--- src/rtl/seven_segment_scan_driver_top_macros.svh ---
// Assertion macros shared by the seven-segment scan driver RTL.
`ifndef SEVEN_SEGMENT_SCAN_DRIVER_TOP_MACROS_SVH
`define SEVEN_SEGMENT_SCAN_DRIVER_TOP_MACROS_SVH

`ifndef SYNTHESIS

// The consequent must hold in the same cycle as the antecedent.
`define SSD_ASSERT_SAME(label, clk, rst_n, ante, cons) \
    label: assert property (@(posedge clk) disable iff (!rst_n) (ante) |-> (cons)) \
        else $error("ssd assertion failed");

// The consequent must hold in the cycle after the antecedent.
`define SSD_ASSERT_NEXT(label, clk, rst_n, ante, cons) \
    label: assert property (@(posedge clk) disable iff (!rst_n) (ante) |=> (cons)) \
        else $error("ssd assertion failed");

`else

`define SSD_ASSERT_SAME(label, clk, rst_n, ante, cons)
`define SSD_ASSERT_NEXT(label, clk, rst_n, ante, cons)

`endif

`endif

--- src/rtl/ssd_pkg.sv ---
// Shared widths, command codes and character constants of the seven-segment scan driver.
package ssd_pkg;

    localparam int DIGITS   = 4;
    localparam int DIGIT_W  = $clog2(DIGITS);
    localparam int CMD_W    = 3;
    localparam int NUMBER_W = 16;
    localparam int CHAR_W   = 8;
    localparam int SEG_W    = 8;
    localparam int PHASE_W  = 3;

    localparam logic [CMD_W-1:0] CMD_SET_NUMBER = 3'd0;
    localparam logic [CMD_W-1:0] CMD_SET_CHAR   = 3'd1;
    localparam logic [CMD_W-1:0] CMD_SCAN_TICK  = 3'd2;
    localparam logic [CMD_W-1:0] CMD_STOP       = 3'd3;
    localparam logic [CMD_W-1:0] CMD_START      = 3'd4;

    localparam logic [PHASE_W-1:0] PHASE_WRAP = 3'd4;

    localparam logic [CHAR_W-1:0] CHAR_ZERO  = 8'h30;
    localparam logic [CHAR_W-1:0] CHAR_F     = 8'h46;
    localparam logic [CHAR_W-1:0] CHAR_U     = 8'h55;
    localparam logic [CHAR_W-1:0] CHAR_MINUS = 8'h67;

    localparam logic [SEG_W-1:0] SEG_DARK = 8'hFF;

    localparam logic signed [NUMBER_W-1:0] NUM_MIN = -16'sd999;
    localparam logic signed [NUMBER_W-1:0] NUM_MAX = 16'sd9999;

    typedef logic [DIGITS-1:0][CHAR_W-1:0] digit_row_t;

    typedef struct packed {
        logic       known;
        logic [6:0] pattern;
    } seg_decode_t;

endpackage

--- src/rtl/ssd_req_if.sv ---
// Request channel of the seven-segment scan driver: command beats with their payload.
interface ssd_req_if import ssd_pkg::*; ();

    logic                       valid;
    logic                       ready;
    logic [CMD_W-1:0]           cmd;
    logic signed [NUMBER_W-1:0] number;
    logic [CHAR_W-1:0]          character;
    logic [DIGIT_W-1:0]         position;

    modport source (output valid, output cmd, output number, output character,
                    output position, input ready);
    modport sink   (input valid, input cmd, input number, input character,
                    input position, output ready);

endinterface

--- src/rtl/ssd_rsp_if.sv ---
// Response channel of the seven-segment scan driver: segment and digit pin beats.
interface ssd_rsp_if import ssd_pkg::*; ();

    logic               valid;
    logic               ready;
    logic [SEG_W-1:0]   segments;
    logic [DIGIT_W-1:0] digit_select;

    modport source (output valid, output segments, output digit_select, input ready);
    modport sink   (input valid, input segments, input digit_select, output ready);

endinterface

--- src/rtl/seven_segment_scan_driver_top.sv ---
// A scan tick while scanning, or a stop beat, shows its pin beat on rsp in the cycle after acceptance.
// Throughput: one request beat per cycle; the single result register frees in the same
// cycle that rsp takes its beat, so the only stall is a held response.
// Number conversion uses three constant-reciprocal multiplies in parallel, all combinational.
// Reset (rst_n low, asynchronous): digits hold '0', scanning stopped, phase 0, pins dark,
// digit select 0, no response pending.
`include "seven_segment_scan_driver_top_macros.svh"

module seven_segment_scan_driver_top
    import ssd_pkg::*;
(
    input logic       clk,
    input logic       rst_n,
    ssd_req_if.sink   req,
    ssd_rsp_if.source rsp
);

    // Active-low a-g pattern for a character; known is low for characters
    // that have no glyph, in which case the pins keep their old pattern.
    function automatic seg_decode_t decode_char(input logic [CHAR_W-1:0] ch);
        seg_decode_t d;
        d.known = 1'b1;
        case (ch)
            8'h30:   d.pattern = 7'h40;  // 0
            8'h31:   d.pattern = 7'h79;  // 1
            8'h32:   d.pattern = 7'h24;  // 2
            8'h33:   d.pattern = 7'h30;  // 3
            8'h34:   d.pattern = 7'h19;  // 4
            8'h35:   d.pattern = 7'h12;  // 5
            8'h36:   d.pattern = 7'h02;  // 6
            8'h37:   d.pattern = 7'h78;  // 7
            8'h38:   d.pattern = 7'h00;  // 8
            8'h39:   d.pattern = 7'h10;  // 9
            8'h41:   d.pattern = 7'h08;  // A
            8'h42:   d.pattern = 7'h03;  // B
            8'h43:   d.pattern = 7'h46;  // C
            8'h44:   d.pattern = 7'h21;  // D
            8'h45:   d.pattern = 7'h06;  // E
            8'h46:   d.pattern = 7'h0E;  // F
            8'h47:   d.pattern = 7'h10;  // G
            8'h48:   d.pattern = 7'h09;  // H
            8'h49:   d.pattern = 7'h4F;  // I
            8'h4A:   d.pattern = 7'h61;  // J
            8'h4C:   d.pattern = 7'h47;  // L
            8'h4F:   d.pattern = 7'h23;  // O
            8'h50:   d.pattern = 7'h0C;  // P
            8'h51:   d.pattern = 7'h18;  // Q
            8'h55:   d.pattern = 7'h41;  // U
            8'h61:   d.pattern = 7'h7E;  // a: segment a alone
            8'h62:   d.pattern = 7'h7D;  // b: segment b alone
            8'h63:   d.pattern = 7'h7B;  // c: segment c alone
            8'h64:   d.pattern = 7'h77;  // d: segment d alone
            8'h65:   d.pattern = 7'h6F;  // e: segment e alone
            8'h66:   d.pattern = 7'h5F;  // f: segment f alone
            8'h67:   d.pattern = 7'h3F;  // g: segment g alone, the minus sign
            default:
            begin
                d.known   = 1'b0;
                d.pattern = 7'h7F;
            end
        endcase
        return d;
    endfunction

    // Splits a signed number into four ASCII digits with leading zeros, a minus in the top digit
    // for negatives, or F U U U when out of range. The quotients by 10, 100 and 1000 come from
    // scaled reciprocals, which are exact for every magnitude up to 9999; the digits then follow
    // from one multiply-by-ten and subtract each.
    function automatic digit_row_t number_to_chars(input logic signed [NUMBER_W-1:0] num);
        digit_row_t          row;
        logic [NUMBER_W-1:0] neg;
        logic [13:0]         mag;
        logic [27:0]         p10;
        logic [27:0]         p100;
        logic [27:0]         p1000;
        logic [9:0]          q10;
        logic [6:0]          q100;
        logic [3:0]          q1000;
        logic [13:0]         ones_full;
        logic [9:0]          tens_full;
        logic [6:0]          hund_full;
        neg       = -num;
        mag       = num[NUMBER_W-1] ? neg[13:0] : num[13:0];
        p10       = {14'd0, mag} * 28'd6554;
        p100      = {14'd0, mag} * 28'd5243;
        p1000     = {14'd0, mag} * 28'd16778;
        q10       = p10[25:16];
        q100      = p100[25:19];
        q1000     = p1000[27:24];
        ones_full = mag - ({4'd0, q10} * 14'd10);
        tens_full = q10 - ({3'd0, q100} * 10'd10);
        hund_full = q100 - ({3'd0, q1000} * 7'd10);
        if (num < NUM_MIN || num > NUM_MAX)
        begin
            row = {CHAR_F, CHAR_U, CHAR_U, CHAR_U};
        end
        else
        begin
            row[0] = CHAR_ZERO | {4'd0, ones_full[3:0]};
            row[1] = CHAR_ZERO | {4'd0, tens_full[3:0]};
            row[2] = CHAR_ZERO | {4'd0, hund_full[3:0]};
            row[3] = num[NUMBER_W-1] ? CHAR_MINUS : (CHAR_ZERO | {4'd0, q1000});
        end
        return row;
    endfunction

    // Display state.
    digit_row_t         digit_reg;
    digit_row_t         digit_next;
    logic [PHASE_W-1:0] phase_reg;
    logic [PHASE_W-1:0] phase_next;
    logic [SEG_W-1:0]   seg_reg;
    logic [SEG_W-1:0]   seg_next;
    logic [DIGIT_W-1:0] select_reg;
    logic [DIGIT_W-1:0] select_next;
    logic               scanning_reg;
    logic               scanning_next;

    // Result register toward rsp.
    logic               out_valid_reg;
    logic [SEG_W-1:0]   out_seg_reg;
    logic [DIGIT_W-1:0] out_select_reg;

    logic               accept;
    logic               result_fire;
    seg_decode_t        glyph;

    // A new beat is taken whenever the result register is empty or is being
    // drained in this very cycle.
    assign req.ready = !out_valid_reg || rsp.ready;
    assign accept    = req.valid && req.ready;

    // The glyph of the digit under the scan; phase 4 never uses it.
    assign glyph = decode_char(digit_reg[phase_reg[DIGIT_W-1:0]]);

    // All effects of one beat are worked out here and land in the state
    // registers at the accepting edge. Only a scan tick while scanning and a
    // stop produce a response beat, which carries the pins after the update.
    always_comb
    begin
        digit_next    = digit_reg;
        phase_next    = phase_reg;
        seg_next      = seg_reg;
        select_next   = select_reg;
        scanning_next = scanning_reg;
        result_fire   = 1'b0;
        if (accept)
        begin
            case (req.cmd)
                CMD_SET_NUMBER:
                begin
                    digit_next = number_to_chars(req.number);
                end
                CMD_SET_CHAR:
                begin
                    digit_next[req.position] = req.character;
                end
                CMD_SCAN_TICK:
                begin
                    if (scanning_reg)
                    begin
                        result_fire = 1'b1;
                        if (phase_reg < PHASE_WRAP)
                        begin
                            select_next = phase_reg[DIGIT_W-1:0];
                            if (glyph.known)
                            begin
                                seg_next = {seg_reg[SEG_W-1], glyph.pattern};
                            end
                            phase_next = phase_reg + 1'b1;
                        end
                        else
                        begin
                            // The extra phase only closes the scan frame.
                            phase_next = '0;
                        end
                    end
                end
                CMD_STOP:
                begin
                    scanning_next = 1'b0;
                    seg_next      = SEG_DARK;
                    result_fire   = 1'b1;
                end
                CMD_START:
                begin
                    scanning_next = 1'b1;
                end
                default:
                begin
                end
            endcase
        end
    end

    always_ff @(posedge clk or negedge rst_n)
    begin
        if (!rst_n)
        begin
            digit_reg     <= {DIGITS{CHAR_ZERO}};
            phase_reg     <= '0;
            seg_reg       <= SEG_DARK;
            select_reg    <= '0;
            scanning_reg  <= 1'b0;
            out_valid_reg <= 1'b0;
        end
        else
        begin
            digit_reg    <= digit_next;
            phase_reg    <= phase_next;
            seg_reg      <= seg_next;
            select_reg   <= select_next;
            scanning_reg <= scanning_next;
            if (result_fire)
            begin
                out_valid_reg <= 1'b1;
            end
            else if (rsp.ready)
            begin
                out_valid_reg <= 1'b0;
            end
        end
    end

    always_ff @(posedge clk)
    begin
        if (result_fire)
        begin
            out_seg_reg    <= seg_next;
            out_select_reg <= select_next;
        end
    end

    assign rsp.valid        = out_valid_reg;
    assign rsp.segments     = out_seg_reg;
    assign rsp.digit_select = out_select_reg;

    // The scan phase never leaves the five-step frame.
    `SSD_ASSERT_SAME(a_phase_in_frame, clk, rst_n, 1'b1, phase_reg <= PHASE_WRAP)
    // The decimal point pin is never lit by decoding.
    `SSD_ASSERT_SAME(a_point_dark, clk, rst_n, 1'b1, seg_reg[SEG_W-1])
    // A stop beat yields a pending beat showing all segments dark.
    `SSD_ASSERT_NEXT(a_stop_blanks, clk, rst_n, accept && req.cmd == CMD_STOP,
        out_valid_reg && out_seg_reg == SEG_DARK && !scanning_reg)
    // A start beat leaves the scan running.
    `SSD_ASSERT_NEXT(a_start_runs, clk, rst_n, accept && req.cmd == CMD_START, scanning_reg)
    // A response beat only appears as the result of an accepted request.
    `SSD_ASSERT_SAME(a_rsp_from_req, clk, rst_n, $rose(out_valid_reg), $past(accept))

endmodule

--- src/flat_wrapper.sv ---
// flat-port wrapper written by rule: the top's interface ports become plain ports
module seven_segment_scan_driver_top_flat import ssd_pkg::*;
  (clk, rst_n, req_valid, req_cmd, req_number, req_character, req_position, req_ready, rsp_valid, rsp_segments, rsp_digit_select, rsp_ready);
  ssd_req_if req_i ();
  ssd_rsp_if rsp_i ();
  input logic clk;
  input logic rst_n;
  input wire logic [$bits(req_i.valid)-1:0] req_valid;
  input wire logic [$bits(req_i.cmd)-1:0] req_cmd;
  input wire logic [$bits(req_i.number)-1:0] req_number;
  input wire logic [$bits(req_i.character)-1:0] req_character;
  input wire logic [$bits(req_i.position)-1:0] req_position;
  output wire logic [$bits(req_i.ready)-1:0] req_ready;
  output wire logic [$bits(rsp_i.valid)-1:0] rsp_valid;
  output wire logic [$bits(rsp_i.segments)-1:0] rsp_segments;
  output wire logic [$bits(rsp_i.digit_select)-1:0] rsp_digit_select;
  input wire logic [$bits(rsp_i.ready)-1:0] rsp_ready;
  assign req_i.valid = req_valid;
  assign req_i.cmd = req_cmd;
  assign req_i.number = req_number;
  assign req_i.character = req_character;
  assign req_i.position = req_position;
  assign req_ready = req_i.ready;
  assign rsp_valid = rsp_i.valid;
  assign rsp_segments = rsp_i.segments;
  assign rsp_digit_select = rsp_i.digit_select;
  assign rsp_i.ready = rsp_ready;
  seven_segment_scan_driver_top u_core (.clk(clk), .rst_n(rst_n), .req(req_i), .rsp(rsp_i));
endmodule
--- config.mk ---
export PLATFORM = sky130hd
export DESIGN_NAME = seven_segment_scan_driver_top_flat
export DESIGN_NICKNAME = d
export VERILOG_FILES = /design/src/rtl/ssd_pkg.sv /design/src/rtl/ssd_req_if.sv /design/src/rtl/ssd_rsp_if.sv /design/src/rtl/seven_segment_scan_driver_top.sv /design/src/flat_wrapper.sv
export VERILOG_INCLUDE_DIRS = /design/src /design/src/rtl
export SDC_FILE = /design/constraint.sdc
export NUM_CORES = 1
export LEC_CHECK = 0
export BUFFER_PORTS_ARGS = -buffer_cell sky130_fd_sc_hd__buf_4
export CORE_ASPECT_RATIO = 1.2
export CORE_MARGIN = 1
export CORE_UTILIZATION = 46
export DETAILED_ROUTE_END_ITERATION = 16
export GPL_TIMING_DRIVEN = 0
export SLEW_MARGIN = 20
export SYNTH_ARGS = -nofsm -noshare
export SYNTH_HDL_FRONTEND = slang
export SYNTH_SLANG_ARGS = --single-unit
--- constraint.sdc ---
create_clock -name clk -period 3.25 [get_ports clk]
set_input_delay 0.1625 -clock clk [delete_from_list [all_inputs] [get_ports clk]]
set_output_delay 0.1625 -clock clk [all_outputs]
set_load 0.01 [all_outputs]
-- Word level (Yosys, flattened, before mapping)
Cells that the tools add are included.
- multiply operators: 6
- reductions and logical operators: 14
- magnitude comparators: 6
- multiplexer cells: 27
- add/subtract/negate cells: 5
- eq/ne operators: 36
- operator list (operator ; number):
    $pmux W7 S31 ; 1
    $eq A8 B7 Y1 const B ; 22
    $eq A8 B6 Y1 const B ; 10
    $pmux W32 S2 ; 1
    $bwmux W32 ; 1
    $mux W32 ; 1
    $reduce_or A32 Y1 ; 1
    $mux W7 ; 4
    $mul A14 B14 Y27 const B ; 1
    $mul A14 B13 Y26 const B ; 1
    $mul A14 B12 Y25 const B ; 1
    $mux W8 ; 3
    $bmux W8 S2 ; 1
    $demux W8 S2 ; 1
    $gt A16 B15 Y1 const B ; 1
    $lt A16 B11 Y1 const B ; 1
    $pmux W8 S2 ; 1
    $mux W14 ; 1
    $neg A14 Y14 ; 1
    $sub A4 B4 Y4 ; 3
    $mul A10 B3 Y3 const B ; 1
    $mux W2 ; 4
    $mul A7 B3 Y3 const B ; 1
    $eq A3 B2 Y1 const B ; 2
    other kinds (18) ; 29
- output and inout port bits: 12
- bits in registers: 57

-- Depth between registers and ports, before layout
Gate-level depths: netlist of the first run.
- word-level depth: 10
- mapped depth: 34

-- Worst setup path before layout of the first run
No wires, ideal clock.
- path kind: in2reg
- from: in req_number[1]
- to: reg u_core.digit_reg[11] (netlist bit)
- path slack: -4.465 ns
- arrival: 7.595 ns
- buffers on the path: 0
- library setup time: 0.120 ns
- data required time: 3.130 ns
- stages on the path: 27
- cell sequence: or4_1 > o21ai_0 > and2_1 > nand2_1 > xor2_1 > inv_1 > fa_1 > ha_1 > fa_1 > inv_1 > fa_1 > fa_1 > inv_1 > ha_1 > nand4_1 > nor2_1 > inv_1 > o311ai_0 > xor2_1 > ha_1 > fa_1 > xor2_1 > xnor2_1 > xnor2_1 > xnor2_1 > xnor3_1 > a31o_2
- longest elaborated chain between the ends: 7
- elaborated cells between the ends (all ways): 11
- classes of those cells: add/sub (2); mul (3); order compare (2); mux (3); reduce/logical (1)
- RTL lines (what ; line ; text):
    start, declared ; flat_wrapper.sv:10 ; input wire logic [$bits(req_i.number)-1:0] req_number;
    $neg A14 Y14 ; seven_segment_scan_driver_top.sv:82 ; neg = -num;
    $mux W14 ; seven_segment_scan_driver_top.sv:83 ; mag = num[NUMBER_W-1] ? neg[13:0] : num[13:0];
    $mul A14 B13 Y26 ; seven_segment_scan_driver_top.sv:85 ; p100 = {14'd0, mag} * 28'd5243;
    $mul A7 B3 Y3 ; seven_segment_scan_driver_top.sv:91 ; tens_full = q10 - ({3'd0, q100} * 10'd10);
    $sub A4 B4 Y4 ; seven_segment_scan_driver_top.sv:91 ;
    $mux W32 (*) ; seven_segment_scan_driver_top.sv:93 ; if (num < NUM_MIN || num > NUM_MAX)
    $pmux W32 S2 (*) ; seven_segment_scan_driver_top.sv:149 ; case (req.cmd)
    end signal, assigned ; seven_segment_scan_driver_top.sv:200 ; digit_reg <= {DIGITS{CHAR_ZERO}};
    end signal, assigned ; seven_segment_scan_driver_top.sv:209 ; digit_reg <= digit_next;
    end, declared ; seven_segment_scan_driver_top.sv:108 ; digit_row_t digit_reg;
Mark *: on every way between the ends. The rest lies on a longest branch, timed or not.
A chain may end at the register's enable or synchronous reset.

-- Worst setup path in the final report of the first run
- from: in req_number[0]
- to: reg u_core.digit_reg[11] (netlist bit)
Same word-level chain as after synthesis.

==> results of run 1 <==
==> synth_stat cells, types with 4 or more instances <==
master / number / area, um2
inv_1: 267 / 1002
ha_1: 205 / 2565
fa_1: 126 / 2522
a21oi_1: 63 / 315.3
nor2_1: 59 / 221.5
nand2_1: 55 / 206.5
o21ai_0: 45 / 225.2
dfrtp_1: 31 / 775.7
xnor2_1: 31 / 271.5
clkbuf_1: 18 / 67.56
nand3_1: 18 / 90.09
dfstp_2: 16 / 420.4
xor2_1: 16 / 140.1
nor3_1: 15 / 75.07
a21o_1: 14 / 105.1
edfxtp_1: 10 / 300.3
nand2b_1: 9 / 56.30
a31oi_1: 8 / 50.05
mux2_2: 7 / 78.83
a2bb2oi_1: 6 / 52.55
and3_1: 6 / 37.54
mux4_1: 5 / 131.4
o31ai_1: 5 / 37.54
or3_1: 5 / 31.28
a211oi_1: 4 / 30.03
and2_1: 4 / 25.02
nand4_1: 4 / 25.02
nor2b_1: 4 / 25.02
nor3b_1: 4 / 30.03
o211ai_1: 4 / 30.03
o41ai_1: 4 / 35.03
==> metrics by stage <==
stage	utilization	setup TNS, ps
2_1_floorplan	-	-37670
5_1_grt	0.6312	-44510
3_5_place_dp	0.5233	-59620
4_1_cts	0.5915	-38540
3_3_place_gp	0.5223	-63120
6_report	0.6312	-41090
==> worst max-delay path: cells and delay by family <==
family                   cells  cell delay, ps
adder cells (fa/ha/maj)      8            3100
AND/OR/NAND/NOR              4             650
AO/OA/AOI/OAI                4            1030
XOR/XNOR                     7            1360
buffers and inverters        9             710
==> layout make-up <==
class / count / area, um2
Clock buffer: 13 / 250.2
Inverter: 267 / 1065
Tap cell: 310 / 387.9
Buffer: 22 / 111.4
Timing Repair Buffer: 146 / 1314
Sequential cell: 57 / 1496
Multi-Input combinational cell: 796 / 9598
Clock inverter: 3 / 40.04
Fill cell: 1848 / 8334
==> layer usage <==
layer	global-route usage	vias up	part of all wire
met2	0.4841	216	0.53
met1	0.3006	4280	0.39
met3	0.02744	64	0.042
met4	0.1044	0	0.038
met5	0	-	0
li1	-	4097	-
==> how the worst min path moves through the flow <==
stage	slack (ps)	cells after the start	from	endpoint
after global routing	100	2	req_cmd[1]	u_core.scanning_reg
after CTS	80	3	req_character[7]	u_core.digit_reg[31]
final	80	2	req_cmd[1]	u_core.scanning_reg
after global placement	220	1	rst_n	u_core.digit_reg[15]
after detailed placement	210	1	rst_n	u_core.digit_reg[15]
after floorplan	-130	0	rst_n	u_core.digit_reg[0]
==> kinds of logic after synthesis <==
logic type | Yosys count
and+or+nand+nor | 209
buffers and inverters | 289
DFF | 57
muxes | 15
adders and majority gates | 331
AOI/OAI and AO/OA | 192
xor gates and xnor gates | 49
==> what timing repair did <==
action | in CTS | in global routing
hold buffers | 1 | 0
pin swaps | 99 | 52
setup buffers | 64 | 37
endpoints found under the setup margin | 29 | 29
gates resized for setup | 129 | 131
endpoints found under the hold margin | 31 | 0
==> metrics, run 1 <==
IO buf count 43; Final Cell Area between 10000 and 15000 um2; worst min-delay path class in2reg; grt ovf 0; clk sink count 57; CTS max path bufs 2; gr usage total 0.2593; FMAX between 100 and 150 MHz; H-tree level count 3; sequential cell area fraction in the yosys report 0.1401; Slew Limit Fails 0; Reg-to-Reg Start u_core.phase_reg[0]; Area Overhead vs Synth 33.49%; fin crit period approximately 6800 ps; largest net degree at the start of global routing 48; flip-flop count of the largest register after layout 32; Crit Path Category in2reg; CP startpoint kind input pin; dpl ws -4864 ps; CTS root buffer clkbuf_16; synthesis-stage register bit count 57; main combinational cell family by area after synthesis adder cells; CORE AREA between 20000 and 25000 um2; Vias 8657; CTS clk-pin slew, worst paths about 50 ps; layout cell share with drive strength beyond 1 0.3113; Top Ports 45; post-route insts no fill between 1500 and 2000; violated checks negative setup slack; synthesized instance count between 1000 and 1500; Initial Util 0.4728; number of flops mapped to enable cells by yosys 10; final wirelength 29980 um; via/cell ratio around 5.4; Netlist cell types 77; post-synthesis compound-gate area fraction 0.1139; Cell Area, Synth 10680 um2; number of max-cap violations 0; dpl cell area about 12000 um2; vias in the first global route slightly below 9000; hold_ws 84.48 ps; Clock Latency Late Sink 330 ps; prevailing post-synth register cell dfrtp_1; die height 168.9 um; Critical Path Sink u_core.digit_reg[11]; Pre-Repair DR Iteration Count 5; Final HPWL DP 22800 um; crit share post-route 2.090; worst reg2reg endpoint u_core.rsp.segments[5]; initial DRC count between 300 and 400; die footprint 23840 um2; RSZ-0062 raised after global routing yes; adder-cell share of the synthesized area 0.4762; worst stage delay on the critical path around 540 ps; Nets ~1700; flop2flop setup slack 0 ps; Setup crit end kind flip-flop; crit-path max FO 6; cell mode on critical path fa_1; Final Wtd Congestion a little over 0.9; first-pass GRT wire length between 40000 and 50000 um; drt drc 0; Fin Clk Skew about 9.4 ps; worst slew pin tran around 920 ps; PnR worst setup slack -3543 ps; initial antenna violation count 0; multiplexer share of the synthesized area 0.02600; relative slew slack 0.3777; most frequent cells in the layout 228 x inv_1, 156 x ha_1, 122 x fa_1; worst path required time ~3500 ps; crit path launch req_number[0]; placed instance count 1496; clock buffer count from CTS 9; Synth Area in Simple Gates 0.09837; Crit-path slowest cell fa_1; CTS tree done; Arr. time, crit path 7010 ps; Chip Width 141.1 um; Syn Nets 1506; XOR/XNOR share of the synthesized area 0.04275; average cell area after synthesis about 9.4 um2; Fin. Hold Viols 0; FF-to-FF path depth 11; status complete, but fails checks; n_diodes 0; num rows 60; yosys warns 0; commonest non-fill, non-tap cell in the layout inv_1; ANT nets after route 0; final setup violation count 16; final routed wire length divided by cell count approximately 19 um; asr flop ratio synth 0.8246
Power of run 1 is not shown: default switching activity piles up to over one toggle a cycle in this logic, so the estimate is an artifact.
==> run 2: changes to the inputs <==
==> constraint.sdc (replaced) <==
create_clock -name clk -period 5.6 [get_ports clk]
set_input_delay 0.28 -clock clk [delete_from_list [all_inputs] [get_ports clk]]
set_output_delay 0.28 -clock clk [all_outputs]
set_load 0.01 [all_outputs]
==> metrics, run 2 (synthesized netlist as in run 1, its figures left out) <==
GRT met3 Usage 0.01895 (was 0.02744); Hold Startpoint req_cmd[1] (unchanged); fin crit period roughly 7000 ps; FMAX about 140 MHz; Top Ports 45 (unchanged); cell mode on critical path fa_1 (unchanged); Top delay family on crit path adder cells (unchanged); first-pass GRT wire length 47220 um (was 46870 um); crit path launch req_number[1] (was req_number[0]); met2 usage 0.4888 (was 0.4841); via/cell ratio 5.362 (was 5.364); Setup crit end kind flip-flop (unchanged); largest net degree at the start of global routing 48 (unchanged); H-tree level count 3 (unchanged); Fin Clk Skew 8.412 ps (was 9.373 ps); Nets 1623 (was 1663); flop2flop setup slack 1860 ps (was 0 ps); PnR worst setup slack -1381 ps (was -3543 ps); crit share post-route 1.247; most frequent cells in the layout 238 x inv_1, 171 x ha_1, 123 x fa_1 (was 228 x inv_1, 156 x ha_1, 122 x fa_1); Post-Route Utilization 0.5935 (was 0.6312); Crit-path slowest cell fa_1 (unchanged); violated checks negative setup slack (unchanged); grt ovf 0 (unchanged); Slew Limit Fails 0 (unchanged); final wirelength 29090 um (was 29980 um); CP startpoint kind input pin (unchanged); commonest non-fill, non-tap cell in the layout inv_1 (unchanged); clock buffer count from CTS 9 (unchanged); worst stage delay on the critical path 570 ps (was 540 ps); grt met1 use 0.3123 (was 0.3006); CTS root buffer clkbuf_16 (unchanged); worst min-delay path class in2reg (unchanged); ANT nets after route 0 (unchanged); flip-flop count of the largest register after layout 32 (unchanged); die footprint 23840 um2 (unchanged); vias in the first global route 9009 (was 8927); relative slew slack 0.3339 (was 0.3777); status complete, but fails checks (unchanged); worst path required time 5820 ps (was 3470 ps); global route hottest layer met2 (unchanged); final routed wire length divided by cell count 18.48 um (was 18.57 um); RSZ-0062 raised after global routing yes (unchanged); Final Wtd Congestion 0.8987 (was 0.9082); Reg-to-Reg Start u_core.phase_reg[1] (was u_core.phase_reg[0]); CTS clk-pin slew, worst paths 60 ps (was 50 ps); Buf+Inv Stages, Crit Path 7 (was 9); layout cell share with drive strength beyond 1 0.2429 (was 0.3113); Arr. time, crit path 7200 ps (was 7010 ps); worst slew pin tran 985.7 ps (was 921.4 ps); Initial Util 0.4728 (unchanged); Crit Path Category in2reg (unchanged); Area Overhead vs Synth 25.52% (was 33.49%); number of max-cap violations 0 (unchanged); crit-path max FO 4 (was 6); Vias 8440 (was 8657); CORE AREA 22600 um2 (unchanged); drt drc 0 (unchanged); Final HPWL DP 22910 um (was 22800 um); Chip Width 141.1 um (unchanged); Clock Latency Late Sink 330 ps (about the same); num rows 60 (unchanged); final setup violation count 11 (was 16); initial DRC count 322 (was 329); CTS max path bufs 2 (unchanged); IO buf count 43 (unchanged); Fin. Hold Viols 0 (unchanged); clk sink count 57 (unchanged); CTS tree done (unchanged); die height 168.9 um (unchanged); initial antenna violation count 0 (unchanged); n_diodes 0 (unchanged); gr usage total 0.2594 (was 0.2593); Pre-Repair DR Iteration Count 4 (was 5)
==> run 2: cell types whose count changed in the layout (fill, tap and decap cells not counted), moves of 4 or more <==
| cell | change |
|---|---|
| o21ai_2 | -4 |
| buf_4 | -19 |
| a2bb2oi_1 | +6 |
| buf_6 | -20 |
| ha_2 | -4 |
| ha_4 | -11 |
| ha_1 | +15 |
| nor3_1 | +4 |
| inv_1 | +10 |
| nor3_4 | -4 |
| o21ai_0 | +5 |
| inv_2 | -8 |
| a2bb2oi_4 | -4 |
==> run 2: routing by layer <==
layer  vias to the layer above  part of all wire
li1                       4031                 -
met1                      4223              0.41
met2                       147              0.54
met3                        39             0.025
met4                         0             0.029
met5                         -                 0
==> run 2: timing repair <==
action | in CTS | in global routing
hold buffers | 1 | 0
setup buffers | 52 | 10
endpoints found under the setup margin | 15 | 15
resized for setup | 108 | 39
hold endpoints to repair | 16 | 0
pin swaps | 75 | 34
==> run 2: cell type report <==
cell class / count / area, um2
fillers: 1956 / 9186
repair buffers: 106 / 934.6
clock inverters: 5 / 28.78
well taps: 310 / 387.9
inverters: 267 / 1052
flip-flops and latches: 57 / 1496
plain buffers: 22 / 97.59
clock buffers: 11 / 254.0
multi-input cells: 796 / 9159
==> run 2: worst paths after layout <==
check | to | depth (start not counted)
hold / removal | u_core.scanning_reg | 2
setup / recovery | u_core.digit_reg[11] | 29
hold reg to reg | u_core.digit_reg[7] | 2
setup reg to reg | u_core.rsp.segments[2] | 9
min in group asynchronous | u_core.digit_reg[31] | 2
max in group asynchronous | u_core.rsp.valid | 2
==> run 2: worst register-to-register path, stage by stage, from the launching register on <==
cell       delay [ps]
dfrtp_1           340
clkbuf_1          450
mux4_2            520
nor4bb_1          880
nand3_1           310
o211ai_2          180
nand4b_1          160
nand2_1           100
nor3_1            360
a2bb2oi_1         150
==> run 2: through the flow <==
step           hold WS [ps]  cell area (um2)  setup TNS, ps  cells  setup slack, ps
5_1_grt               209.1            13410          -8491   1574            -1632
3_5_place_dp          339.4            11820         -21220   1496            -2619
3_3_place_gp          338.4            11800         -24580   1495            -2802
6_report              179.3            13410          -5981   1574            -1381
2_1_floorplan        -15.59            11090          -5159   1142            -1289
4_1_cts               177.7            13120          -5989   1564            -1368
Power of run 2 is left out for the same reason.
